===== src/hw/rtl/sfr_pkg.sv =====
// ----------------------------------------------------------------------------
// sfr_pkg
// Shared types, constants and the CRC-16/MODBUS byte step for the serial
// frame receiver.
// ----------------------------------------------------------------------------
package sfr_pkg;

  localparam int unsigned MaxFrameBytes  = 256;
  localparam int unsigned FrameOverhead  = 5;
  localparam int unsigned HeaderBytes    = 3;
  localparam int unsigned CfgIdxW        = 1;
  localparam int unsigned CfgDataW       = 16;
  localparam int unsigned CntW           = 9;

  localparam logic [7:0]  MaxLength      = 8'(MaxFrameBytes - FrameOverhead);
  localparam logic [7:0]  BroadcastAddr  = 8'hFF;
  localparam logic [15:0] CrcInit        = 16'hFFFF;
  localparam logic [15:0] CrcPoly        = 16'hA001;
  localparam logic [15:0] IdleMax        = 16'hFFFF;
  localparam logic [7:0]  LocalAddrReset = 8'h00;
  localparam logic [15:0] IdleLimitReset = 16'd10;

  localparam logic ModeByte = 1'b0;
  localparam logic ModeTick = 1'b1;

  localparam logic [CfgIdxW-1:0] CfgLocalAddress = CfgIdxW'(0);
  localparam logic [CfgIdxW-1:0] CfgIdleLimit    = CfgIdxW'(1);

  typedef enum logic [2:0] {
    ST_NONE     = 3'd0,
    ST_GOOD     = 3'd1,
    ST_CRC_ERR  = 3'd2,
    ST_DROP_END = 3'd3,
    ST_TIMEOUT  = 3'd4,
    ST_HDR_REJ  = 3'd5
  } status_e;

  typedef struct packed {
    logic [7:0]  local_address;
    logic [15:0] idle_limit;
  } cfg_t;

  typedef struct packed {
    logic       mode;
    logic [7:0] data_byte;
  } item_t;

  typedef struct packed {
    logic       byte_valid;
    logic [7:0] out_byte;
    logic [7:0] byte_index;
    logic       frame_end;
    status_e    status;
  } res_t;

  function automatic logic [15:0] crc16_byte(input logic [15:0] crc, input logic [7:0] b);
    logic [15:0] c;
    c = crc ^ {8'h00, b};
    for (int k = 0; k < 8; k++) begin
      c = c[0] ? ((c >> 1) ^ CrcPoly) : (c >> 1);
    end
    return c;
  endfunction

endpackage


===== src/hw/rtl/sfr_if.sv =====
// ----------------------------------------------------------------------------
// sfr_if
// Valid/ready channels of the serial frame receiver: input items, results
// and configuration writes.
// ----------------------------------------------------------------------------
interface sfr_in_if;
  logic       valid;
  logic       ready;
  logic       mode;
  logic [7:0] data_byte;

  modport source (output valid, mode, data_byte, input ready);
  modport sink   (input valid, mode, data_byte, output ready);
endinterface

interface sfr_out_if;
  logic       valid;
  logic       ready;
  logic       byte_valid;
  logic [7:0] out_byte;
  logic [7:0] byte_index;
  logic       frame_end;
  logic [2:0] status;

  modport source (output valid, byte_valid, out_byte, byte_index, frame_end, status,
                  input ready);
  modport sink   (input valid, byte_valid, out_byte, byte_index, frame_end, status,
                  output ready);
endinterface

interface sfr_cfg_if;
  logic                         valid;
  logic                         ready;
  logic [sfr_pkg::CfgIdxW-1:0]  index;
  logic [sfr_pkg::CfgDataW-1:0] data;

  modport source (output valid, index, data, input ready);
  modport sink   (input valid, index, data, output ready);
endinterface


===== src/hw/rtl/sfr_cfg_regs.sv =====
// ----------------------------------------------------------------------------
// sfr_cfg_regs
// Configuration registers: local address and idle limit.
// ----------------------------------------------------------------------------
module sfr_cfg_regs import sfr_pkg::*; (
  input  logic       clk_i,
  input  logic       rst_ni,
  sfr_cfg_if.sink    cfg_i,
  output cfg_t       cfg_o
);

  cfg_t cfg_q, cfg_d;

  assign cfg_i.ready = 1'b1;

  always_comb begin
    cfg_d = cfg_q;
    if (cfg_i.valid) begin
      case (cfg_i.index)
        CfgLocalAddress: cfg_d.local_address = cfg_i.data[7:0];
        CfgIdleLimit:    cfg_d.idle_limit    = cfg_i.data;
        default:         cfg_d = cfg_q;
      endcase
    end
  end

  always_ff @(posedge clk_i or negedge rst_ni) begin
    if (!rst_ni) begin
      cfg_q.local_address <= LocalAddrReset;
      cfg_q.idle_limit    <= IdleLimitReset;
    end else begin
      cfg_q <= cfg_d;
    end
  end

  assign cfg_o = cfg_q;

endmodule


===== src/hw/rtl/sfr_frame_engine.sv =====
// ----------------------------------------------------------------------------
// sfr_frame_engine
// Frame state and the per-item step: header check, CRC update, end of frame
// and idle timeout.
// ----------------------------------------------------------------------------
module sfr_frame_engine import sfr_pkg::*; (
  input  logic  clk_i,
  input  logic  rst_ni,
  input  logic  step_i,
  input  item_t item_i,
  input  cfg_t  cfg_i,
  output res_t  res_o
);

  logic [CntW-1:0] cnt_q, cnt_d;
  logic [15:0]     crc_q, crc_d;
  logic            drop_q, drop_d;
  logic [7:0]      len_q, len_d;
  logic [7:0]      dest_q, dest_d;
  logic [15:0]     idle_q, idle_d;

  logic [CntW-1:0] cnt_nxt;
  logic [15:0]     idle_inc;
  logic [15:0]     crc_nxt;
  logic            hdr_rej;
  logic            drop_eff;
  logic            at_end;
  res_t            res;

  always_comb begin
    cnt_d    = cnt_q;
    crc_d    = crc_q;
    drop_d   = drop_q;
    len_d    = len_q;
    dest_d   = dest_q;
    idle_d   = idle_q;
    res      = '{byte_valid: 1'b0, out_byte: 8'h00, byte_index: 8'h00,
                 frame_end: 1'b0, status: ST_NONE};
    idle_inc = (idle_q != IdleMax) ? idle_q + 16'd1 : idle_q;
    cnt_nxt  = cnt_q + CntW'(1);
    if (cnt_q == CntW'(1)) begin
      dest_d = item_i.data_byte;
    end
    if (cnt_q == CntW'(2)) begin
      len_d = item_i.data_byte;
    end
    hdr_rej  = (cnt_nxt == CntW'(HeaderBytes)) &&
               ((len_d > MaxLength) ||
                ((dest_d != BroadcastAddr) && (dest_d != cfg_i.local_address)));
    drop_eff = drop_q | hdr_rej;
    crc_nxt  = drop_eff ? crc_q : crc16_byte(crc_q, item_i.data_byte);
    at_end   = (cnt_nxt >= CntW'(HeaderBytes)) &&
               (cnt_nxt == ({1'b0, len_d} + CntW'(FrameOverhead)));

    if (item_i.mode == ModeTick) begin
      dest_d = dest_q;
      len_d  = len_q;
      idle_d = idle_inc;
      if ((cnt_q != '0) && (idle_inc > cfg_i.idle_limit)) begin
        cnt_d         = '0;
        crc_d         = CrcInit;
        drop_d        = 1'b0;
        res.frame_end = 1'b1;
        res.status    = ST_TIMEOUT;
      end
    end else begin
      idle_d = '0;
      cnt_d  = cnt_nxt;
      crc_d  = crc_nxt;
      drop_d = drop_eff;
      if (hdr_rej) begin
        res.status = ST_HDR_REJ;
      end
      if (!drop_eff) begin
        res.byte_valid = 1'b1;
        res.out_byte   = item_i.data_byte;
        res.byte_index = cnt_q[7:0];
      end
      if (at_end) begin
        res.frame_end = 1'b1;
        if (drop_eff) begin
          res.status = ST_DROP_END;
        end else begin
          res.status = (crc_nxt == 16'h0000) ? ST_GOOD : ST_CRC_ERR;
        end
        cnt_d  = '0;
        crc_d  = CrcInit;
        drop_d = 1'b0;
      end
    end
  end

  always_ff @(posedge clk_i or negedge rst_ni) begin
    if (!rst_ni) begin
      cnt_q  <= '0;
      crc_q  <= CrcInit;
      drop_q <= 1'b0;
      len_q  <= '0;
      dest_q <= '0;
      idle_q <= '0;
    end else if (step_i) begin
      cnt_q  <= cnt_d;
      crc_q  <= crc_d;
      drop_q <= drop_d;
      len_q  <= len_d;
      dest_q <= dest_d;
      idle_q <= idle_d;
    end
  end

  assign res_o = res;

`ifndef NO_ASSERTIONS
  a_idle_frame_clean: assert property (@(posedge clk_i) disable iff (!rst_ni)
    (cnt_q == '0) |-> ((crc_q == CrcInit) && !drop_q))
    else $error("frame state not clear with zero byte count");

  a_drop_after_header: assert property (@(posedge clk_i) disable iff (!rst_ni)
    drop_q |-> (cnt_q >= CntW'(HeaderBytes)))
    else $error("drop flag set before header complete");

  a_end_clears_count: assert property (@(posedge clk_i) disable iff (!rst_ni)
    (step_i && res.frame_end) |=> (cnt_q == '0))
    else $error("byte count not cleared at frame end");

  a_forward_status: assert property (@(posedge clk_i) disable iff (!rst_ni)
    (step_i && res.byte_valid) |->
      ((res.status != ST_DROP_END) && (res.status != ST_TIMEOUT) &&
       (res.status != ST_HDR_REJ)))
    else $error("forwarded byte with reject status");
`endif

endmodule


===== src/hw/rtl/serial_frame_receiver_unit.sv =====
// ----------------------------------------------------------------------------
// serial_frame_receiver_unit
// Serial frame receiver with address/length header check, CRC-16/MODBUS
// verification and idle timeout.
// ----------------------------------------------------------------------------
// Takes one item (a received byte or a time tick) per clock and returns one
// result per item. An accepted item waits in the input register, where the
// frame step (header check, one CRC byte step, end and timeout test) runs
// and loads the result register once that register is free or its result is
// taken; the throughput is one item per cycle as long as results are taken.
// The result register and the input register stall together when the
// result is not taken. Configuration writes are taken at once and must only
// happen while no item is in flight.
// ----------------------------------------------------------------------------
module serial_frame_receiver_unit import sfr_pkg::*; (
  input  logic      clk_i,
  input  logic      rst_ni,
  sfr_in_if.sink    rx_i,
  sfr_out_if.source res_o,
  sfr_cfg_if.sink   cfg_i
);

  logic  in_valid_q, in_valid_d;
  item_t in_item_q;
  logic  out_valid_q, out_valid_d;
  res_t  out_res_q;
  logic  advance;
  logic  step;
  cfg_t  cfg;
  res_t  res;

  sfr_cfg_regs u_cfg (
    .clk_i  (clk_i),
    .rst_ni (rst_ni),
    .cfg_i  (cfg_i),
    .cfg_o  (cfg)
  );

  sfr_frame_engine u_engine (
    .clk_i  (clk_i),
    .rst_ni (rst_ni),
    .step_i (step),
    .item_i (in_item_q),
    .cfg_i  (cfg),
    .res_o  (res)
  );

  assign advance    = !out_valid_q || res_o.ready;
  assign step       = in_valid_q && advance;
  assign rx_i.ready = !in_valid_q || advance;

  always_comb begin
    in_valid_d = in_valid_q;
    if (rx_i.valid && rx_i.ready) begin
      in_valid_d = 1'b1;
    end else if (advance) begin
      in_valid_d = 1'b0;
    end
    out_valid_d = out_valid_q;
    if (step) begin
      out_valid_d = 1'b1;
    end else if (res_o.ready) begin
      out_valid_d = 1'b0;
    end
  end

  always_ff @(posedge clk_i or negedge rst_ni) begin
    if (!rst_ni) begin
      in_valid_q  <= 1'b0;
      out_valid_q <= 1'b0;
    end else begin
      in_valid_q  <= in_valid_d;
      out_valid_q <= out_valid_d;
    end
  end

  always_ff @(posedge clk_i) begin
    if (rx_i.valid && rx_i.ready) begin
      in_item_q.mode      <= rx_i.mode;
      in_item_q.data_byte <= rx_i.data_byte;
    end
    if (step) begin
      out_res_q <= res;
    end
  end

  assign res_o.valid      = out_valid_q;
  assign res_o.byte_valid = out_res_q.byte_valid;
  assign res_o.out_byte   = out_res_q.out_byte;
  assign res_o.byte_index = out_res_q.byte_index;
  assign res_o.frame_end  = out_res_q.frame_end;
  assign res_o.status     = out_res_q.status;

endmodule

===== src/flat_wrapper.sv =====
// flat-port wrapper written by rule: the top's interface ports become plain ports
module serial_frame_receiver_unit_flat import sfr_pkg::*;
  (clk_i, rst_ni, rx_i_valid, rx_i_mode, rx_i_data_byte, rx_i_ready, res_o_valid, res_o_byte_valid, res_o_out_byte, res_o_byte_index, res_o_frame_end, res_o_status, res_o_ready, cfg_i_valid, cfg_i_index, cfg_i_data, cfg_i_ready);
  sfr_in_if rx_i_i ();
  sfr_out_if res_o_i ();
  sfr_cfg_if cfg_i_i ();
  input  logic clk_i;
  input  logic rst_ni;
  input wire logic [$bits(rx_i_i.valid)-1:0] rx_i_valid;
  input wire logic [$bits(rx_i_i.mode)-1:0] rx_i_mode;
  input wire logic [$bits(rx_i_i.data_byte)-1:0] rx_i_data_byte;
  output wire logic [$bits(rx_i_i.ready)-1:0] rx_i_ready;
  output wire logic [$bits(res_o_i.valid)-1:0] res_o_valid;
  output wire logic [$bits(res_o_i.byte_valid)-1:0] res_o_byte_valid;
  output wire logic [$bits(res_o_i.out_byte)-1:0] res_o_out_byte;
  output wire logic [$bits(res_o_i.byte_index)-1:0] res_o_byte_index;
  output wire logic [$bits(res_o_i.frame_end)-1:0] res_o_frame_end;
  output wire logic [$bits(res_o_i.status)-1:0] res_o_status;
  input wire logic [$bits(res_o_i.ready)-1:0] res_o_ready;
  input wire logic [$bits(cfg_i_i.valid)-1:0] cfg_i_valid;
  input wire logic [$bits(cfg_i_i.index)-1:0] cfg_i_index;
  input wire logic [$bits(cfg_i_i.data)-1:0] cfg_i_data;
  output wire logic [$bits(cfg_i_i.ready)-1:0] cfg_i_ready;
  assign rx_i_i.valid = rx_i_valid;
  assign rx_i_i.mode = rx_i_mode;
  assign rx_i_i.data_byte = rx_i_data_byte;
  assign rx_i_ready = rx_i_i.ready;
  assign res_o_valid = res_o_i.valid;
  assign res_o_byte_valid = res_o_i.byte_valid;
  assign res_o_out_byte = res_o_i.out_byte;
  assign res_o_byte_index = res_o_i.byte_index;
  assign res_o_frame_end = res_o_i.frame_end;
  assign res_o_status = res_o_i.status;
  assign res_o_i.ready = res_o_ready;
  assign cfg_i_i.valid = cfg_i_valid;
  assign cfg_i_i.index = cfg_i_index;
  assign cfg_i_i.data = cfg_i_data;
  assign cfg_i_ready = cfg_i_i.ready;
  serial_frame_receiver_unit u_core (.clk_i(clk_i), .rst_ni(rst_ni), .rx_i(rx_i_i), .res_o(res_o_i), .cfg_i(cfg_i_i));
endmodule

===== config.mk =====
export PLATFORM = sky130hd
export DESIGN_NAME = serial_frame_receiver_unit_flat
export DESIGN_NICKNAME = d
export VERILOG_FILES = /design/src/hw/rtl/sfr_pkg.sv /design/src/hw/rtl/sfr_if.sv /design/src/hw/rtl/sfr_cfg_regs.sv /design/src/hw/rtl/sfr_frame_engine.sv /design/src/hw/rtl/serial_frame_receiver_unit.sv /design/src/flat_wrapper.sv
export SDC_FILE = /design/constraint.sdc
export NUM_CORES = 1
export LEC_CHECK = 0
export BUFFER_PORTS_ARGS = -buffer_cell sky130_fd_sc_hd__buf_2
export CORE_MARGIN = 5
export CORE_UTILIZATION = 52
export CTS_BUF_LIST = sky130_fd_sc_hd__clkbuf_4 sky130_fd_sc_hd__clkbuf_8 sky130_fd_sc_hd__clkbuf_16
export CTS_CLUSTER_SIZE = 10
export DETAILED_ROUTE_END_ITERATION = 10
export PLACE_DENSITY = 0.83
export SETUP_SLACK_MARGIN = 0.15
export SYNTH_ARGS = -nofsm -noshare
export SYNTH_HDL_FRONTEND = slang
export SYNTH_SLANG_ARGS = --single-unit

===== constraint.sdc =====
create_clock -name clk_i -period 4.5 [get_ports clk_i]
set_input_delay 0.675 -clock clk_i [delete_from_list [all_inputs] [get_ports clk_i]]
set_output_delay 0.675 -clock clk_i [all_outputs]
set_load 0.005 [all_outputs]

==> impl_results.md <==
* Post-route clock period utilization at 0.928
* RD Place Congestion at 0.885
* DP Wirelength at 11300 um
* Final std cells w/o fill at 869
* Crit path DAT at 4.30 ns
* Post-Synth Adder-Cell Area at 0.0414
* Multi-input gate area at 3340 um^2
* Syn. warnings at 0
* Longest Clk Path Bufs at 2
* Final setup vio count at 0
* Dpl cells at 837
* Num CTS Buffers at 17
* Drc violations at 0
* Req. time, crit path at 4.62 ns
* Total of max-cap violations at 0
* Most Frequent Cell on Critical Path: a21o_1
* EDFF count, synth at 30
* Worst-Skew Late Latency at 0.41 ns
* Sum Neg Setup Slack at 0 ns
* Sequential fraction of the synthesis area at 0.455
* Slew @ Worst Pin at 1.08 ns
* WL final at 15800 um
* Reg-to-reg startpoint: u_core.u_engine.idle_q[6]
* NumNets Final at 737
* Clock-pin transition on the worst setup and hold timing paths at 0.05 ns
* Vias in the first global route at 5150
* Vias at 5168
* Total power draw at 0.00461 W
* # H-tree levels at 4
* Final Hold Vio Count at 0
* Critical-path cell list: nand4_1 > nor4_2 > nor2b_1 > nor2_1 > and3_1 > nand3_1 > xnor2_1 > ha_1 > a21o_1 > a21o_1 > a211o_1 > o211ai_1 > a21oi_1 > o311ai_0 > o21ai_0
* Starting Density at 0.529
* IO Port Bufs at 53
* Routed Antenna Nets at 0
* Tot GR Track Use at 0.224
* FF+latch count, synth at 114
* CP max stage delay at 0.49 ns
* Post-synthesis mux area share at 0.0741
* Commonest cells in the synthesized netlist: dfrtp_1, nand2_1, mux2_2
* Vias/cell at 5.95
* Die height at 123 um
* Status: complete, no violations
* # fillers at 1018
* Compound-gate portion of the synthesized area at 0.138
* Synth Flop Type: dfrtp_1
* Standard-cell rows at 41
* Async S/R FF share, synth at 0.737
* Iteration-0 DRC Markers at 470
* Final core utilization at 0.608
* CTS tree: done
* WS Path Type: reg2reg
* Synth cell types at 67
* Largest family of logic cells by synthesized area: simple AND/OR/NAND/NOR gates
* Hold Slack at 0.437 ns
* Min cycle time layout at 4.18 ns
* Register-to-Register Path Depth at 15
* Slew HR at 0.279
* Reg2reg setup slack at 0.32 ns
* Mapped Area at 6650 um^2
* RSZ-0062 raised after global routing: false
* Clk sinks at 114
* Power Density at 603 nW/um^2
* Wire per inst at 18.2 um
* Syn nets at 683
* Fraction of layout cells with a size suffix above 1 at 0.245
* Cell taking the most area after synthesis: dfrtp_1
* Core Region at 12600 um^2
* Worst reg2reg endpoint: u_core.res_o.frame_end
* I/O Pins at 55
* Wire length of the first global-routing pass at 26200 um
* Syn_area_per_cell at 10.6 um^2
* Die Area at 15100 um^2
* Worst Hold Class: in2async
* Initial antenna violation count at 0
* Startpoint types: flop
* Crit path max fanout at 8
* Top cell type's share of synthesized area at 0.248
* Count leader, synth: dfrtp_1
* First-pass detailed-route iteration total at 5
* # diodes at 0
* Register area at 3030 um^2
* Final Skew at 0.00963 ns
* F_max at 239 MHz
* Mapped Cells at 630
* Slew Limit Fails at 0
* XOR/XNOR Fraction of Synth Area at 0.0924
* Post-synthesis simple-gate area fraction at 0.156
* Die Span X at 123 um
* Slowest CP cell: o311ai_0
* Largest net degree at the start of global routing at 85
* Worst vdd ir at 323 uV
* Layout area overhead at 14.9%
* Synth area leaders: dfrtp_1, edfxtp_1, dfstp_2
* Overflow after GRT at 0
* Lkg Pwr at 3.27 nW
* Root buffer cell: clkbuf_16
* CP endpoint kind: flop
-- state kept, by name, indices dropped and copies added, names as in the netlist, 8 cells and up --
register / cells
u_core.in_item_q: 9
u_core.u_engine.len_q: 8
u_core.res_o.byte_index: 8
u_core.u_engine.dest_q: 8
u_core.u_engine.cnt_q: 9
u_core.u_cfg.cfg_o: 24
u_core.u_engine.idle_q: 16
u_core.res_o.out_byte: 8
u_core.u_engine.crc_q: 16
-- logic make-up after synthesis --
kind of cell               after synthesis
and+or+nand+nor                        194
AOI/OAI and AO/OA                      123
DFF                                    114
xor gates and xnor gates                67
buffers and inverters                   65
muxes                                   44
adders and majority gates               22
other                                    1
-- power by group --
part / internal [W] / switching, W
clock network: 0.000800 / 0.000440
logic: 0.000793 / 0.00100
registers: 0.00136 / 0.000214
-- routing by layer --
layer	routed length, um	GRT usage	vias to the layer above
li1	-	-	2419
met1	6980	0.304	2470
met2	7330	0.343	237
met3	1000	0.0503	42
met4	477	0.105	0
met5	0	0	-
-- through the flow --
step	instance area, um^2	worst slack, ns
after global placement	7090	0.639
after floorplan	6650	0.577
after CTS	7640	0.423
after global routing	7640	0.190
final	7640	0.324
after detailed placement	7090	0.438
-- worst max-delay path, delay by kind of cell, from the launching register on --
family,cells,cell delay [ns]
DFF,1,0.47
xor gates and xnor gates,1,0.13
AOI/OAI and AO/OA,7,1.54
adders and majority gates,1,0.27
and+or+nand+nor,6,1.48
-- worst max path at each step --
stage	from	end	slack (ns)	cells after the start
6_report	u_core.u_engine.idle_q[6]	u_core.res_o.frame_end	0.32	15
3_3_place_gp	u_core.u_engine.idle_q[6]	u_core.res_o.frame_end	0.64	15
4_1_cts	u_core.u_engine.idle_q[6]	u_core.u_engine.crc_q[7]	0.42	16
3_5_place_dp	u_core.u_engine.idle_q[6]	u_core.u_engine.crc_q[7]	0.44	16
2_1_floorplan	u_core.u_engine.idle_q[6]	u_core.u_engine.cnt_q[3]	0.58	19
5_1_grt	u_core.u_engine.idle_q[6]	u_core.res_o.frame_end	0.19	15
-- placed cells by master, fill, tap and decap left out, types with 18 or more instances in the layout --
master / n
nor2_1: 30
mux2_2: 39
dfstp_2: 18
ha_1: 22
inv_1: 28
buf_2: 52
buf_4: 18
edfxtp_1: 30
xnor2_1: 30
o21ai_0: 21
xor2_1: 35
and2_1: 18
nand2_1: 50
nand3_1: 24
dfrtp_1: 66
-- timing repair --
action                     4_1_cts  5_1_grt
resized for setup                0        1
setup endpoints to repair        0       17
buffers inserted                 0        0
hold buffers                     0        0
-- area by class of cell --
cell class,count,share of cell area
clock inverter,8,0.00851
tap,172,0.0282
multi-input combinational,451,0.438
clock buffer,24,0.0634
sequential,114,0.396
inverter,30,0.0147
timing repair buffer,70,0.0517
Power figures use the tool's default switching activity.
